==> config.mk <==
export PLATFORM = sky130hd
export DESIGN_NAME = serial_flash_page_loader_core_flat
export DESIGN_NICKNAME = d
export VERILOG_FILES = /design/src/rtl/slp_pkg.sv /design/src/rtl/slp_in_if.sv /design/src/rtl/slp_out_if.sv /design/src/rtl/slp_front.sv /design/src/rtl/slp_fifo.sv /design/src/rtl/slp_back.sv /design/src/rtl/serial_flash_page_loader_core.sv /design/src/flat_wrapper.sv
export SDC_FILE = /design/constraint.sdc
export NUM_CORES = 2
export LEC_CHECK = 0
export BUFFER_PORTS_ARGS = -buffer_cell sky130_fd_sc_hd__buf_4
export CELL_PAD_IN_SITES_DETAIL_PLACEMENT = 0
export CELL_PAD_IN_SITES_GLOBAL_PLACEMENT = 1
export CORE_ASPECT_RATIO = 1.1
export CORE_MARGIN = 1.5
export CORE_UTILIZATION = 43
export CTS_CLUSTER_DIAMETER = 100
export DETAILED_ROUTE_END_ITERATION = 16
export MAX_ROUTING_LAYER = met4
export PLACE_DENSITY_LB_ADDON = 0.1
export SLEW_MARGIN = 30
export SYNTH_ARGS = -nofsm -noshare
export SYNTH_HDL_FRONTEND = slang
export SYNTH_SLANG_ARGS = --single-unit
==> constraint.sdc <==
create_clock -name clk_i -period 11.5 [get_ports clk_i]
set_clock_uncertainty 0.05 [all_clocks]
set_input_delay 0.575 -clock clk_i [delete_from_list [all_inputs] [get_ports clk_i]]
set_output_delay 0.575 -clock clk_i [all_outputs]
set_load 0.02 [all_outputs]
==> src/rtl/slp_pkg.sv <==
// Shared types and constants for the serial flash page loader.
// No dependencies; slp_front, slp_fifo, slp_back and the core refer to this package by scoped names.
package slp_pkg;

  // Input commands
  typedef enum logic [1:0] {
    CMD_HOST     = 2'd0,
    CMD_WINDOW   = 2'd1,
    CMD_READBACK = 2'd2,
    CMD_DONE     = 2'd3
  } cmd_e;

  // Result actions
  typedef enum logic [2:0] {
    ACT_SEND  = 3'd0,
    ACT_ERASE = 3'd1,
    ACT_FILL  = 3'd2,
    ACT_WRITE = 3'd3,
    ACT_READ  = 3'd4,
    ACT_START = 3'd5
  } action_e;

  // Protocol phases
  typedef enum logic [3:0] {
    PH_HANDSHAKE = 4'd0,
    PH_ADDR      = 4'd1,
    PH_DATA      = 4'd2,
    PH_CHECK     = 4'd3,
    PH_ERASE     = 4'd4,
    PH_FILL      = 4'd5,
    PH_WRITE     = 4'd6,
    PH_VERIFY    = 4'd7,
    PH_STARTED   = 4'd8
  } phase_e;

  localparam logic [7:0] CH_PROMPT   = 8'h3E; // '>'
  localparam logic [7:0] CH_HELLO    = 8'h3C; // '<'
  localparam logic [7:0] CH_BAD_SUM  = 8'h40; // '@'
  localparam logic [7:0] CH_BAD_VFY  = 8'h24; // '$'
  localparam logic [7:0] CH_OK       = 8'h21; // '!'
  localparam logic [7:0] CH_ZERO     = 8'h30; // '0'
  localparam logic [31:0] ADDR_START = 32'hFFFF_FFFF;

  localparam int unsigned REPLY_LEN = 5;

  // One queued job: either a single result or the page-size reply sequence
  typedef struct packed {
    logic          size_reply;
    action_e       action;
    logic [7:0]    tx_byte;
    logic [31:0]   flash_address;
    logic [15:0]   fill_word;
  } job_t;

endpackage

==> src/rtl/slp_in_if.sv <==
// Input channel of the page loader: valid/ready handshake with the command payload.
// Depends on nothing.
interface slp_in_if;
  logic       valid;
  logic       ready;
  logic [1:0] command;
  logic [7:0] rx_byte;
  logic [7:0] flash_byte;

  modport source(output valid, output command, output rx_byte, output flash_byte,
                 input ready);
  modport sink(input valid, input command, input rx_byte, input flash_byte,
               output ready);
endinterface

==> src/rtl/slp_out_if.sv <==
// Result channel of the page loader: valid/ready handshake with the action payload.
// Depends on nothing.
interface slp_out_if;
  logic        valid;
  logic        ready;
  logic [2:0]  action;
  logic [7:0]  tx_byte;
  logic [31:0] flash_address;
  logic [15:0] fill_word;
  logic        last;

  modport source(output valid, output action, output tx_byte, output flash_address,
                 output fill_word, output last, input ready);
  modport sink(input valid, input action, input tx_byte, input flash_address,
               input fill_word, input last, output ready);
endinterface

==> src/rtl/slp_front.sv <==
// Front end: accepts input transfers, runs the protocol phases, owns the page buffer
// and pushes one job per result-producing input. Depends on slp_pkg and slp_in_if.
module slp_front #(
  parameter int PAGE     = 128,
  parameter int ATTEMPTS = 5
) (
  input  logic           clk_i,
  input  logic           rst_ni,
  slp_in_if.sink         in_i,
  input  logic           full_i,
  output logic           push_o,
  output slp_pkg::job_t  job_o
);

  localparam int CW = (PAGE > 4) ? $clog2(PAGE) : 2;
  localparam int IW = $clog2(PAGE);
  localparam logic [CW:0] PAGE_W = (CW + 1)'(PAGE);

  slp_pkg::phase_e phase_q, phase_d;
  logic [2:0]      win_q, win_d;
  logic [31:0]     addr_q, addr_d;
  logic [CW-1:0]   bc_q, bc_d;
  logic [7:0]      sum_q, sum_d;

  logic [7:0]      mem [PAGE];
  logic [7:0]      rd_a_q, rd_b_q;
  logic            ok_a_q, ok_b_q;
  logic [CW:0]     base_a, base_b;
  logic            wr_en;

  logic            acc, is_host, is_win, is_rb, is_done;
  logic [CW:0]     bc_inc, bc_nx2;
  logic [31:0]     addr_shift;
  logic [15:0]     fill_val;

  assign in_i.ready = !full_i;
  assign acc     = in_i.valid && in_i.ready;
  assign is_host = acc && (in_i.command == slp_pkg::CMD_HOST);
  assign is_win  = acc && (in_i.command == slp_pkg::CMD_WINDOW);
  assign is_rb   = acc && (in_i.command == slp_pkg::CMD_READBACK);
  assign is_done = acc && (in_i.command == slp_pkg::CMD_DONE);

  assign bc_inc     = {1'b0, bc_q} + (CW + 1)'(1);
  assign bc_nx2     = {1'b0, bc_q} + (CW + 1)'(2);
  assign addr_shift = {addr_q[23:0], in_i.rx_byte};
  assign fill_val   = {ok_b_q ? rd_b_q : 8'h00, ok_a_q ? rd_a_q : 8'h00};

  // Next state
  always_comb begin
    phase_d = phase_q;
    win_d   = win_q;
    addr_d  = addr_q;
    bc_d    = bc_q;
    sum_d   = sum_q;
    wr_en   = 1'b0;
    case (phase_q)
      slp_pkg::PH_HANDSHAKE: begin
        if (is_win) begin
          if (win_q < 3'(ATTEMPTS)) begin
            win_d = win_q + 3'd1;
          end else begin
            phase_d = slp_pkg::PH_STARTED;
          end
        end else if (is_host && win_q != 3'd0 && in_i.rx_byte == slp_pkg::CH_HELLO) begin
          phase_d = slp_pkg::PH_ADDR;
          bc_d    = '0;
        end
      end
      slp_pkg::PH_ADDR: begin
        if (is_host) begin
          addr_d = addr_shift;
          if (bc_q >= CW'(3)) begin
            bc_d    = '0;
            sum_d   = 8'h00;
            phase_d = (addr_shift == slp_pkg::ADDR_START) ? slp_pkg::PH_STARTED
                                                          : slp_pkg::PH_DATA;
          end else begin
            bc_d = bc_inc[CW-1:0];
          end
        end
      end
      slp_pkg::PH_DATA: begin
        if (is_host) begin
          wr_en = 1'b1;
          sum_d = sum_q + in_i.rx_byte;
          if (bc_inc >= PAGE_W) begin
            phase_d = slp_pkg::PH_CHECK;
            bc_d    = '0;
          end else begin
            bc_d = bc_inc[CW-1:0];
          end
        end
      end
      slp_pkg::PH_CHECK: begin
        if (is_host) begin
          phase_d = (in_i.rx_byte != sum_q) ? slp_pkg::PH_ADDR : slp_pkg::PH_ERASE;
          bc_d    = '0;
        end
      end
      slp_pkg::PH_ERASE: begin
        if (is_done) begin
          phase_d = slp_pkg::PH_FILL;
          bc_d    = '0;
        end
      end
      slp_pkg::PH_FILL: begin
        if (is_done) begin
          if (bc_nx2 >= PAGE_W) begin
            phase_d = slp_pkg::PH_WRITE;
            bc_d    = '0;
          end else begin
            bc_d = bc_nx2[CW-1:0];
          end
        end
      end
      slp_pkg::PH_WRITE: begin
        if (is_done) begin
          phase_d = slp_pkg::PH_VERIFY;
          bc_d    = '0;
        end
      end
      slp_pkg::PH_VERIFY: begin
        if (is_rb) begin
          if (rd_a_q != in_i.flash_byte || bc_inc >= PAGE_W) begin
            phase_d = slp_pkg::PH_ADDR;
            bc_d    = '0;
          end else begin
            bc_d = bc_inc[CW-1:0];
          end
        end
      end
      default: begin
      end
    endcase
  end

  // Job output
  always_comb begin
    push_o              = 1'b0;
    job_o.size_reply    = 1'b0;
    job_o.action        = slp_pkg::ACT_SEND;
    job_o.tx_byte       = 8'h00;
    job_o.flash_address = 32'h0;
    job_o.fill_word     = 16'h0;
    case (phase_q)
      slp_pkg::PH_HANDSHAKE: begin
        if (is_win) begin
          push_o = 1'b1;
          if (win_q < 3'(ATTEMPTS)) begin
            job_o.tx_byte = slp_pkg::CH_PROMPT;
          end else begin
            job_o.action = slp_pkg::ACT_START;
          end
        end else if (is_host && win_q != 3'd0 && in_i.rx_byte == slp_pkg::CH_HELLO) begin
          push_o           = 1'b1;
          job_o.size_reply = 1'b1;
        end
      end
      slp_pkg::PH_ADDR: begin
        if (is_host && bc_q >= CW'(3) && addr_shift == slp_pkg::ADDR_START) begin
          push_o       = 1'b1;
          job_o.action = slp_pkg::ACT_START;
        end
      end
      slp_pkg::PH_CHECK: begin
        if (is_host) begin
          push_o = 1'b1;
          if (in_i.rx_byte != sum_q) begin
            job_o.tx_byte = slp_pkg::CH_BAD_SUM;
          end else begin
            job_o.action        = slp_pkg::ACT_ERASE;
            job_o.flash_address = addr_q;
          end
        end
      end
      slp_pkg::PH_ERASE: begin
        if (is_done) begin
          push_o              = 1'b1;
          job_o.action        = slp_pkg::ACT_FILL;
          job_o.flash_address = addr_q;
          job_o.fill_word     = fill_val;
        end
      end
      slp_pkg::PH_FILL: begin
        if (is_done) begin
          push_o              = 1'b1;
          job_o.flash_address = addr_q;
          if (bc_nx2 >= PAGE_W) begin
            job_o.action = slp_pkg::ACT_WRITE;
          end else begin
            job_o.action        = slp_pkg::ACT_FILL;
            job_o.flash_address = addr_q + 32'(bc_nx2);
            job_o.fill_word     = fill_val;
          end
        end
      end
      slp_pkg::PH_WRITE: begin
        if (is_done) begin
          push_o              = 1'b1;
          job_o.action        = slp_pkg::ACT_READ;
          job_o.flash_address = addr_q;
        end
      end
      slp_pkg::PH_VERIFY: begin
        if (is_rb) begin
          push_o = 1'b1;
          if (rd_a_q != in_i.flash_byte) begin
            job_o.tx_byte = slp_pkg::CH_BAD_VFY;
          end else if (bc_inc >= PAGE_W) begin
            job_o.tx_byte = slp_pkg::CH_OK;
          end else begin
            job_o.action        = slp_pkg::ACT_READ;
            job_o.flash_address = addr_q + 32'(bc_inc);
          end
        end
      end
      default: begin
      end
    endcase
  end

  always_ff @(posedge clk_i or negedge rst_ni) begin
    if (!rst_ni) begin
      phase_q <= slp_pkg::PH_HANDSHAKE;
      win_q   <= 3'd0;
      addr_q  <= 32'h0;
      bc_q    <= '0;
      sum_q   <= 8'h00;
    end else begin
      phase_q <= phase_d;
      win_q   <= win_d;
      addr_q  <= addr_d;
      bc_q    <= bc_d;
      sum_q   <= sum_d;
    end
  end

  // Prefetch the bytes the next fill or verify step will need
  assign base_a = (phase_d == slp_pkg::PH_FILL) ? ({1'b0, bc_d} + (CW + 1)'(2))
                                                : {1'b0, bc_d};
  assign base_b = base_a + (CW + 1)'(1);

  always_ff @(posedge clk_i) begin
    if (wr_en) begin
      mem[bc_q[IW-1:0]] <= in_i.rx_byte;
    end
    rd_a_q <= mem[base_a[IW-1:0]];
    rd_b_q <= mem[base_b[IW-1:0]];
    ok_a_q <= (base_a < PAGE_W);
    ok_b_q <= (base_b < PAGE_W);
  end

  a_started_sticks: assert property (@(posedge clk_i) disable iff (!rst_ni)
    phase_q == slp_pkg::PH_STARTED |=> phase_q == slp_pkg::PH_STARTED)
    else $error("left the started phase");

  a_counter_in_page: assert property (@(posedge clk_i) disable iff (!rst_ni)
    (phase_q == slp_pkg::PH_DATA || phase_q == slp_pkg::PH_VERIFY ||
     phase_q == slp_pkg::PH_FILL) |-> ({1'b0, bc_q} < PAGE_W))
    else $error("byte counter beyond page");

endmodule

==> src/rtl/slp_fifo.sv <==
// Short job queue between front and back ends.
// Depends on slp_pkg for the job type.
module slp_fifo #(
  parameter int DEPTH = 2
) (
  input  logic          clk_i,
  input  logic          rst_ni,
  input  logic          push_i,
  input  slp_pkg::job_t data_i,
  input  logic          pop_i,
  output slp_pkg::job_t data_o,
  output logic          valid_o,
  output logic          full_o
);

  localparam int PW = (DEPTH > 1) ? $clog2(DEPTH) : 1;
  localparam int NW = $clog2(DEPTH + 1);

  slp_pkg::job_t entry_q [DEPTH];
  logic [PW-1:0] wr_q, wr_d, rd_q, rd_d;
  logic [NW-1:0] cnt_q, cnt_d;
  logic          do_push, do_pop;

  assign valid_o = (cnt_q != '0);
  assign full_o  = (cnt_q == NW'(DEPTH));
  assign do_push = push_i && !full_o;
  assign do_pop  = pop_i && valid_o;
  assign data_o  = entry_q[rd_q];

  always_comb begin
    wr_d  = wr_q;
    rd_d  = rd_q;
    cnt_d = cnt_q;
    if (do_push) begin
      wr_d = (wr_q == PW'(DEPTH - 1)) ? '0 : wr_q + PW'(1);
    end
    if (do_pop) begin
      rd_d = (rd_q == PW'(DEPTH - 1)) ? '0 : rd_q + PW'(1);
    end
    case ({do_push, do_pop})
      2'b10:   cnt_d = cnt_q + NW'(1);
      2'b01:   cnt_d = cnt_q - NW'(1);
      default: cnt_d = cnt_q;
    endcase
  end

  always_ff @(posedge clk_i or negedge rst_ni) begin
    if (!rst_ni) begin
      wr_q  <= '0;
      rd_q  <= '0;
      cnt_q <= '0;
    end else begin
      wr_q  <= wr_d;
      rd_q  <= rd_d;
      cnt_q <= cnt_d;
    end
  end

  always_ff @(posedge clk_i) begin
    if (do_push) begin
      entry_q[wr_q] <= data_i;
    end
  end

  a_no_overflow: assert property (@(posedge clk_i) disable iff (!rst_ni)
    cnt_q <= NW'(DEPTH))
    else $error("queue count overflow");

  a_push_not_dropped: assert property (@(posedge clk_i) disable iff (!rst_ni)
    push_i |-> !full_o)
    else $error("job pushed into full queue");

endmodule

==> src/rtl/slp_back.sv <==
// Back end: pops jobs and presents them as result transfers from an output register,
// expanding the page-size reply into five bytes. Depends on slp_pkg and slp_out_if.
module slp_back #(
  parameter int PAGE = 128
) (
  input  logic          clk_i,
  input  logic          rst_ni,
  input  slp_pkg::job_t job_i,
  input  logic          job_valid_i,
  output logic          pop_o,
  slp_out_if.source     out_o
);

  localparam logic [7:0] DIG3 = 8'(32'(slp_pkg::CH_ZERO) + (PAGE / 1000) % 10);
  localparam logic [7:0] DIG2 = 8'(32'(slp_pkg::CH_ZERO) + (PAGE / 100) % 10);
  localparam logic [7:0] DIG1 = 8'(32'(slp_pkg::CH_ZERO) + (PAGE / 10) % 10);
  localparam logic [7:0] DIG0 = 8'(32'(slp_pkg::CH_ZERO) + PAGE % 10);
  localparam int SW = $clog2(slp_pkg::REPLY_LEN);

  slp_pkg::job_t cur_q, cur_d;
  logic [SW-1:0] step_q, step_d;
  logic          vld_q, vld_d;
  logic          out_acc, final_res;
  logic [7:0]    reply_byte;

  assign out_acc   = out_o.valid && out_o.ready;
  assign final_res = !cur_q.size_reply || step_q == SW'(slp_pkg::REPLY_LEN - 1);
  assign pop_o     = job_valid_i && (!vld_q || (out_acc && final_res));

  always_comb begin
    case (step_q)
      SW'(0):  reply_byte = DIG3;
      SW'(1):  reply_byte = DIG2;
      SW'(2):  reply_byte = DIG1;
      SW'(3):  reply_byte = DIG0;
      default: reply_byte = slp_pkg::CH_OK;
    endcase
  end

  always_comb begin
    cur_d  = cur_q;
    step_d = step_q;
    vld_d  = vld_q;
    if (pop_o) begin
      cur_d  = job_i;
      step_d = '0;
      vld_d  = 1'b1;
    end else if (out_acc && final_res) begin
      vld_d = 1'b0;
    end else if (out_acc) begin
      step_d = step_q + SW'(1);
    end
  end

  always_ff @(posedge clk_i or negedge rst_ni) begin
    if (!rst_ni) begin
      vld_q  <= 1'b0;
      step_q <= '0;
    end else begin
      vld_q  <= vld_d;
      step_q <= step_d;
    end
  end

  always_ff @(posedge clk_i) begin
    cur_q <= cur_d;
  end

  assign out_o.valid         = vld_q;
  assign out_o.action        = cur_q.action;
  assign out_o.tx_byte       = cur_q.size_reply ? reply_byte : cur_q.tx_byte;
  assign out_o.flash_address = cur_q.flash_address;
  assign out_o.fill_word     = cur_q.fill_word;
  assign out_o.last          = final_res;

  a_step_only_in_reply: assert property (@(posedge clk_i) disable iff (!rst_ni)
    (vld_q && step_q != '0) |-> cur_q.size_reply)
    else $error("reply step set on a single-result job");

endmodule

==> src/rtl/serial_flash_page_loader_core.sv <==
// Top level of the serial flash page loader.
// Depends on slp_pkg, slp_in_if, slp_out_if, slp_front, slp_fifo and slp_back.
//
// Usage:
//   in_i carries one event per transfer: a host byte, a handshake window tick,
//   a flash readback byte or a flash operation acknowledgement. out_o carries
//   the resulting actions (host bytes, erase, fill, write, read, start); the
//   final result caused by an event has last set.
//   An event's job passes through the job queue into the output register, from
//   which its first result is presented on out_o.
//   Throughput: one event per cycle while the two-entry job queue has room; the
//   output side sends one result per cycle while the receiver is ready, so a '<'
//   in the handshake yields five results, and the queue fills if events outpace results.
//   Each fill step uses a byte pair, and each verify step a byte, prefetched from the
//   page buffer the cycle after the preceding event, so no step waits on a buffer read.
//   Reset (rst_ni low, asynchronous) returns to the handshake phase with no window
//   open and empties the queue and output register; the page buffer is not cleared.
//   When the receiver holds ready low, the current result holds on out_o, the
//   queue fills, and in_i.ready drops once it is full.
module serial_flash_page_loader_core #(
  parameter int PAGE     = 128,
  parameter int ATTEMPTS = 5
) (
  input  logic       clk_i,
  input  logic       rst_ni,
  slp_in_if.sink     in_i,
  slp_out_if.source  out_o
);

  slp_pkg::job_t push_job, head_job;
  logic          push, pop, head_valid, full;

  slp_front #(
    .PAGE     (PAGE),
    .ATTEMPTS (ATTEMPTS)
  ) u_front (
    .clk_i  (clk_i),
    .rst_ni (rst_ni),
    .in_i   (in_i),
    .full_i (full),
    .push_o (push),
    .job_o  (push_job)
  );

  slp_fifo #(
    .DEPTH (2)
  ) u_fifo (
    .clk_i   (clk_i),
    .rst_ni  (rst_ni),
    .push_i  (push),
    .data_i  (push_job),
    .pop_i   (pop),
    .data_o  (head_job),
    .valid_o (head_valid),
    .full_o  (full)
  );

  slp_back #(
    .PAGE (PAGE)
  ) u_back (
    .clk_i       (clk_i),
    .rst_ni      (rst_ni),
    .job_i       (head_job),
    .job_valid_i (head_valid),
    .pop_o       (pop),
    .out_o       (out_o)
  );

endmodule
==> src/flat_wrapper.sv <==
// flat-port wrapper written by rule: the top's interface ports become plain ports
module serial_flash_page_loader_core_flat 
#(
  parameter int PAGE     = 128,
  parameter int ATTEMPTS = 5
)
  (clk_i, rst_ni, in_i_valid, in_i_command, in_i_rx_byte, in_i_flash_byte, in_i_ready, out_o_valid, out_o_action, out_o_tx_byte, out_o_flash_address, out_o_fill_word, out_o_last, out_o_ready);
  slp_in_if in_i_i ();
  slp_out_if out_o_i ();
  input  logic clk_i;
  input  logic rst_ni;
  input wire logic [$bits(in_i_i.valid)-1:0] in_i_valid;
  input wire logic [$bits(in_i_i.command)-1:0] in_i_command;
  input wire logic [$bits(in_i_i.rx_byte)-1:0] in_i_rx_byte;
  input wire logic [$bits(in_i_i.flash_byte)-1:0] in_i_flash_byte;
  output wire logic [$bits(in_i_i.ready)-1:0] in_i_ready;
  output wire logic [$bits(out_o_i.valid)-1:0] out_o_valid;
  output wire logic [$bits(out_o_i.action)-1:0] out_o_action;
  output wire logic [$bits(out_o_i.tx_byte)-1:0] out_o_tx_byte;
  output wire logic [$bits(out_o_i.flash_address)-1:0] out_o_flash_address;
  output wire logic [$bits(out_o_i.fill_word)-1:0] out_o_fill_word;
  output wire logic [$bits(out_o_i.last)-1:0] out_o_last;
  input wire logic [$bits(out_o_i.ready)-1:0] out_o_ready;
  assign in_i_i.valid = in_i_valid;
  assign in_i_i.command = in_i_command;
  assign in_i_i.rx_byte = in_i_rx_byte;
  assign in_i_i.flash_byte = in_i_flash_byte;
  assign in_i_ready = in_i_i.ready;
  assign out_o_valid = out_o_i.valid;
  assign out_o_action = out_o_i.action;
  assign out_o_tx_byte = out_o_i.tx_byte;
  assign out_o_flash_address = out_o_i.flash_address;
  assign out_o_fill_word = out_o_i.fill_word;
  assign out_o_last = out_o_i.last;
  assign out_o_i.ready = out_o_ready;
  serial_flash_page_loader_core #(.PAGE(PAGE), .ATTEMPTS(ATTEMPTS)) u_core (.clk_i(clk_i), .rst_ni(rst_ni), .in_i(in_i_i), .out_o(out_o_i));
endmodule
==> results.sh <==
export IMPL_syn_area_um2=60100
export IMPL_power_mw=16.3
export IMPL_grt_pass1_wl_mm=261
export IMPL_cp_slowest_stage_delay_ns=0.71
export IMPL_use_met3=0.0432
export IMPL_num_nets_final=3536
export IMPL_synth_area_top_cells="edfxtp_1 (60%), mux4_2 (19%), mux2_2 (2.9%)"
export IMPL_fillers=11400
export IMPL_fin_setup_tns_ns=0
export IMPL_grt_busiest_layer="met2"
export IMPL_ant_nets=0
export IMPL_cts_clk_slew_worst_paths_ns=0.06
export IMPL_worst_pin_slew_ns=1.03
export IMPL_cts_path_max_buffers=3
export IMPL_worstPathRequired_ns=12.11
export IMPL_port_buffers=82
export IMPL_initial_core_util=0.434
export IMPL_finalCriticalPeriod_ns=7.70
export IMPL_reg2reg_to="u_core.u_front.rd_b_q[7]"
export IMPL_slew_violations=0
export IMPL_grt_overflow=0
export IMPL_area_delta_synth_final_pct=11.9
export IMPL_avgRoutedWirePerCell_um=33.6
export IMPL_crit_path_frequent_cell="nand4_1"
export IMPL_syn_nets=3485
export IMPL_synth_top_area_cell="edfxtp_1"
export IMPL_multiInputGateArea_um2=20900
export IMPL_crit_path_cell_trace="nor2b_1 -> inv_2 -> nand4_1 -> nor2_1 -> or4_1 -> o31a_1 -> and3_2 -> nor2_4 -> buf_4 -> ha_4 -> buf_12 -> mux4_2 -> mux2_2 -> nand2_1 -> o211a_1 -> nand4_1 -> o21a_1"
export IMPL_ys_types=86
export IMPL_status="completed"
export IMPL_drt_wl_total_mm=182
export IMPL_worstSetupStartpointType="flip-flop"
export IMPL_met2_usage=0.434
export IMPL_endpoint_kind="flip-flop"
export IMPL_root_buffer="clkbuf_16"
export IMPL_gp_congestion=0.883
export IMPL_crit_path_max_fanout=77
export IMPL_grt_pass1_vias=35300
export IMPL_most_common_layout_cells="edfxtp_1 (1195), mux4_2 (512), buf_4 (167)"
export IMPL_top_level_ports=84
export IMPL_worst_r2r_cell_count=17
export IMPL_clock_sinks=1275
export IMPL_grt_use_total=0.265
export IMPL_drt_vias_per_instance=6.38
export IMPL_p_leak_nw=21.1
export IMPL_dpl_hpwl_mm=120
export IMPL_final_common_cell="edfxtp_1"
export IMPL_synth_edf_count=1195
export IMPL_coreArea_um2=138000
export IMPL_cp_slowest_cell="ha_4"
export IMPL_drtPass1Iterations=6
export IMPL_period_share=0.669
export IMPL_dieArea_um2=142000
export IMPL_dr_total_vias=34400
export IMPL_die_h_um=395
export IMPL_syn_area_per_cell_um2=17.6
export IMPL_cts_htree_levels=4
export IMPL_r2r_start="u_core.u_fifo.cnt_q[0]"
export IMPL_drc=0
export IMPL_fmax_mhz=130
export IMPL_setup_viol=0
export IMPL_power_density_nw_per_um2=242
export IMPL_final_core_util=0.486
export IMPL_ys_flop_type="edfxtp_1"
export IMPL_criticalPathCategory="flip-flop to flip-flop"
export IMPL_hold_path_class="input pin to flip-flop"
export IMPL_numCtsBuffers=138
export IMPL_cp_arrival_ns=8.31
export IMPL_syn_inst=3423
export IMPL_antenna_found_initial=9
export IMPL_die_w_um=359
export IMPL_ys_ff_latch=1275
export IMPL_yosys_warnings=0
export IMPL_min_path_cells=4
export IMPL_rsz0062_at_grt="false"
export IMPL_cts_tree="built"
export IMPL_min_to="u_core.u_back.out_o.valid"
export IMPL_fp_row_count=143
export IMPL_async_flop_share=0.0486
export IMPL_insertion_delay_ns=0.79
export IMPL_drive_above_1_share=0.318
export IMPL_max_slew_margin=0.310
export IMPL_grt_max_degree=101
export IMPL_synth_seq_area_share=0.629
export IMPL_grtUsageMet1=0.329
export IMPL_hp_start="out_o_ready"
export IMPL_hold_violations=0
export IMPL_drtIter0Drc=3904
export IMPL_reg2reg_slack_ns=3.80
export IMPL_cap_viol_max_count=0
export IMPL_synth_top_cell_area_share=0.597
export IMPL_ir_worst_vdd_uv=290
export IMPL_ff_latch_area_um2=37800
==> sequential cells by signal, summed over array words and instances (netlist names) <==
| register | count |
|---|---|
| u_core.u_back.cur_q | 6 |
| u_core.u_back.out_o.action | 3 |
| u_core.u_back.out_o.fill_word | 16 |
| u_core.u_back.out_o.flash_address | 32 |
| u_core.u_back.out_o.valid | 1 |
| u_core.u_back.step_q | 3 |
| u_core.u_fifo.cnt_q | 2 |
| u_core.u_fifo.entry_q | 114 |
| u_core.u_fifo.rd_q | 1 |
| u_core.u_fifo.wr_q | 1 |
| u_core.u_front.addr_q | 32 |
| u_core.u_front.bc_q | 7 |
| u_core.u_front.mem | 1024 |
| u_core.u_front.ok_a_q | 1 |
| u_core.u_front.ok_b_q | 1 |
| u_core.u_front.phase_q | 4 |
| u_core.u_front.rd_a_q | 8 |
| u_core.u_front.rd_b_q | 8 |
| u_core.u_front.sum_q | 8 |
| u_core.u_front.win_q | 3 |
==> routing by layer <==
metal | up-vias | share of wire | routed length, µm
li1 | 14300 | - | -
met1 | 18400 | 0.39 | 70700
met2 | 1431 | 0.51 | 91900
met3 | 296 | 0.065 | 11800
met4 | 0 | 0.040 | 7240
met5 | - | 0 | 0
==> area by class of cell <==
type                       count  share of cell area
clock buffer                 166              0.0535
timing repair buffer         182              0.0219
tap                         1812              0.0337
multi-input combinational   1840               0.311
inverter                      37             0.00206
clock inverter                85              0.0157
antenna                        2           0.0000744
sequential                  1275               0.562
==> power by group <==
part	switching (mW)	total, mW	leakage, nW	internal [mW]
clock network	1.88	4.58	2.27	2.70
logic	3.29	6.15	7.14	2.86
registers	0.253	5.58	11.7	5.33
==> cells by family (layout without fill, tap and decap cells) <==
group / count (synthesis) / in the layout / synth area share
DFF: 1275 / 1275 / 0.629
muxes: 738 / 738 / 0.233
and+or+nand+nor: 560 / 560 / 0.0450
AOI/OAI and AO/OA: 451 / 451 / 0.0503
buffers and inverters: 308 / 470 / 0.0268
xor gates and xnor gates: 49 / 49 / 0.00749
adders and majority gates: 41 / 41 / 0.00889
other: 1 / 3 / 0.0000624
==> synthesized netlist by cell type, types with 58 or more instances <==
master    count
mux4_2      512
nor2_1      193
mux2i_1      73
dfrtp_1      62
a21oi_1     122
edfxtp_1   1195
buf_2        77
buf_4        70
clkbuf_1     95
o21ai_0      58
a22oi_1     146
nand2_1     137
mux2_2      153
==> worst max-delay path, delay by kind of cell (launching register included) <==
family | cells | cell delay (ns)
AOI/OAI and AO/OA | 3 | 0.90
muxes | 2 | 0.91
adders and majority gates | 1 | 0.71
DFF | 1 | 0.42
buffers and inverters | 3 | 1.27
and+or+nand+nor | 8 | 3.12
==> worst max path at each step <==
stage / startpoint / to / slack, ns / cells past startpoint
6_report: u_core.u_fifo.cnt_q[0] / u_core.u_front.rd_b_q[7] / 3.80 / 17
5_1_grt: u_core.u_fifo.cnt_q[0] / u_core.u_front.rd_a_q[0] / 3.38 / 15
4_1_cts: u_core.u_fifo.cnt_q[0] / u_core.u_front.rd_a_q[4] / 3.38 / 15
3_5_place_dp: u_core.u_fifo.cnt_q[0] / u_core.u_front.rd_a_q[4] / 3.41 / 15
3_3_place_gp: u_core.u_fifo.cnt_q[0] / u_core.u_front.rd_a_q[0] / 3.46 / 15
2_1_floorplan: in_i_rx_byte[4] / u_core.u_front.rd_b_q[6] / 5.77 / 20
==> stage by stage <==
stage          std cells  cell area (µm²)  hold slack [ns]  setup WS [ns]
6_report            5399            67300           0.0789           3.80
5_1_grt             5398            67300           0.0660           3.38
4_1_cts             5395            67200           0.0183           3.38
3_5_place_dp        5143            62500            0.376           3.41
3_3_place_gp        5142            62400            0.378           3.46
2_1_floorplan       3423            60100            0.229           5.77
==> timing repair <==
| item | CTS | global route |
|---|---|---|
| setup buffers | 0 | 0 |
| gates resized for setup | 0 | 0 |
| hold endpoints to repair | 11 | 0 |
| hold buffers | 1 | 0 |
No activity file was read; power rests on OpenSTA's default activity.
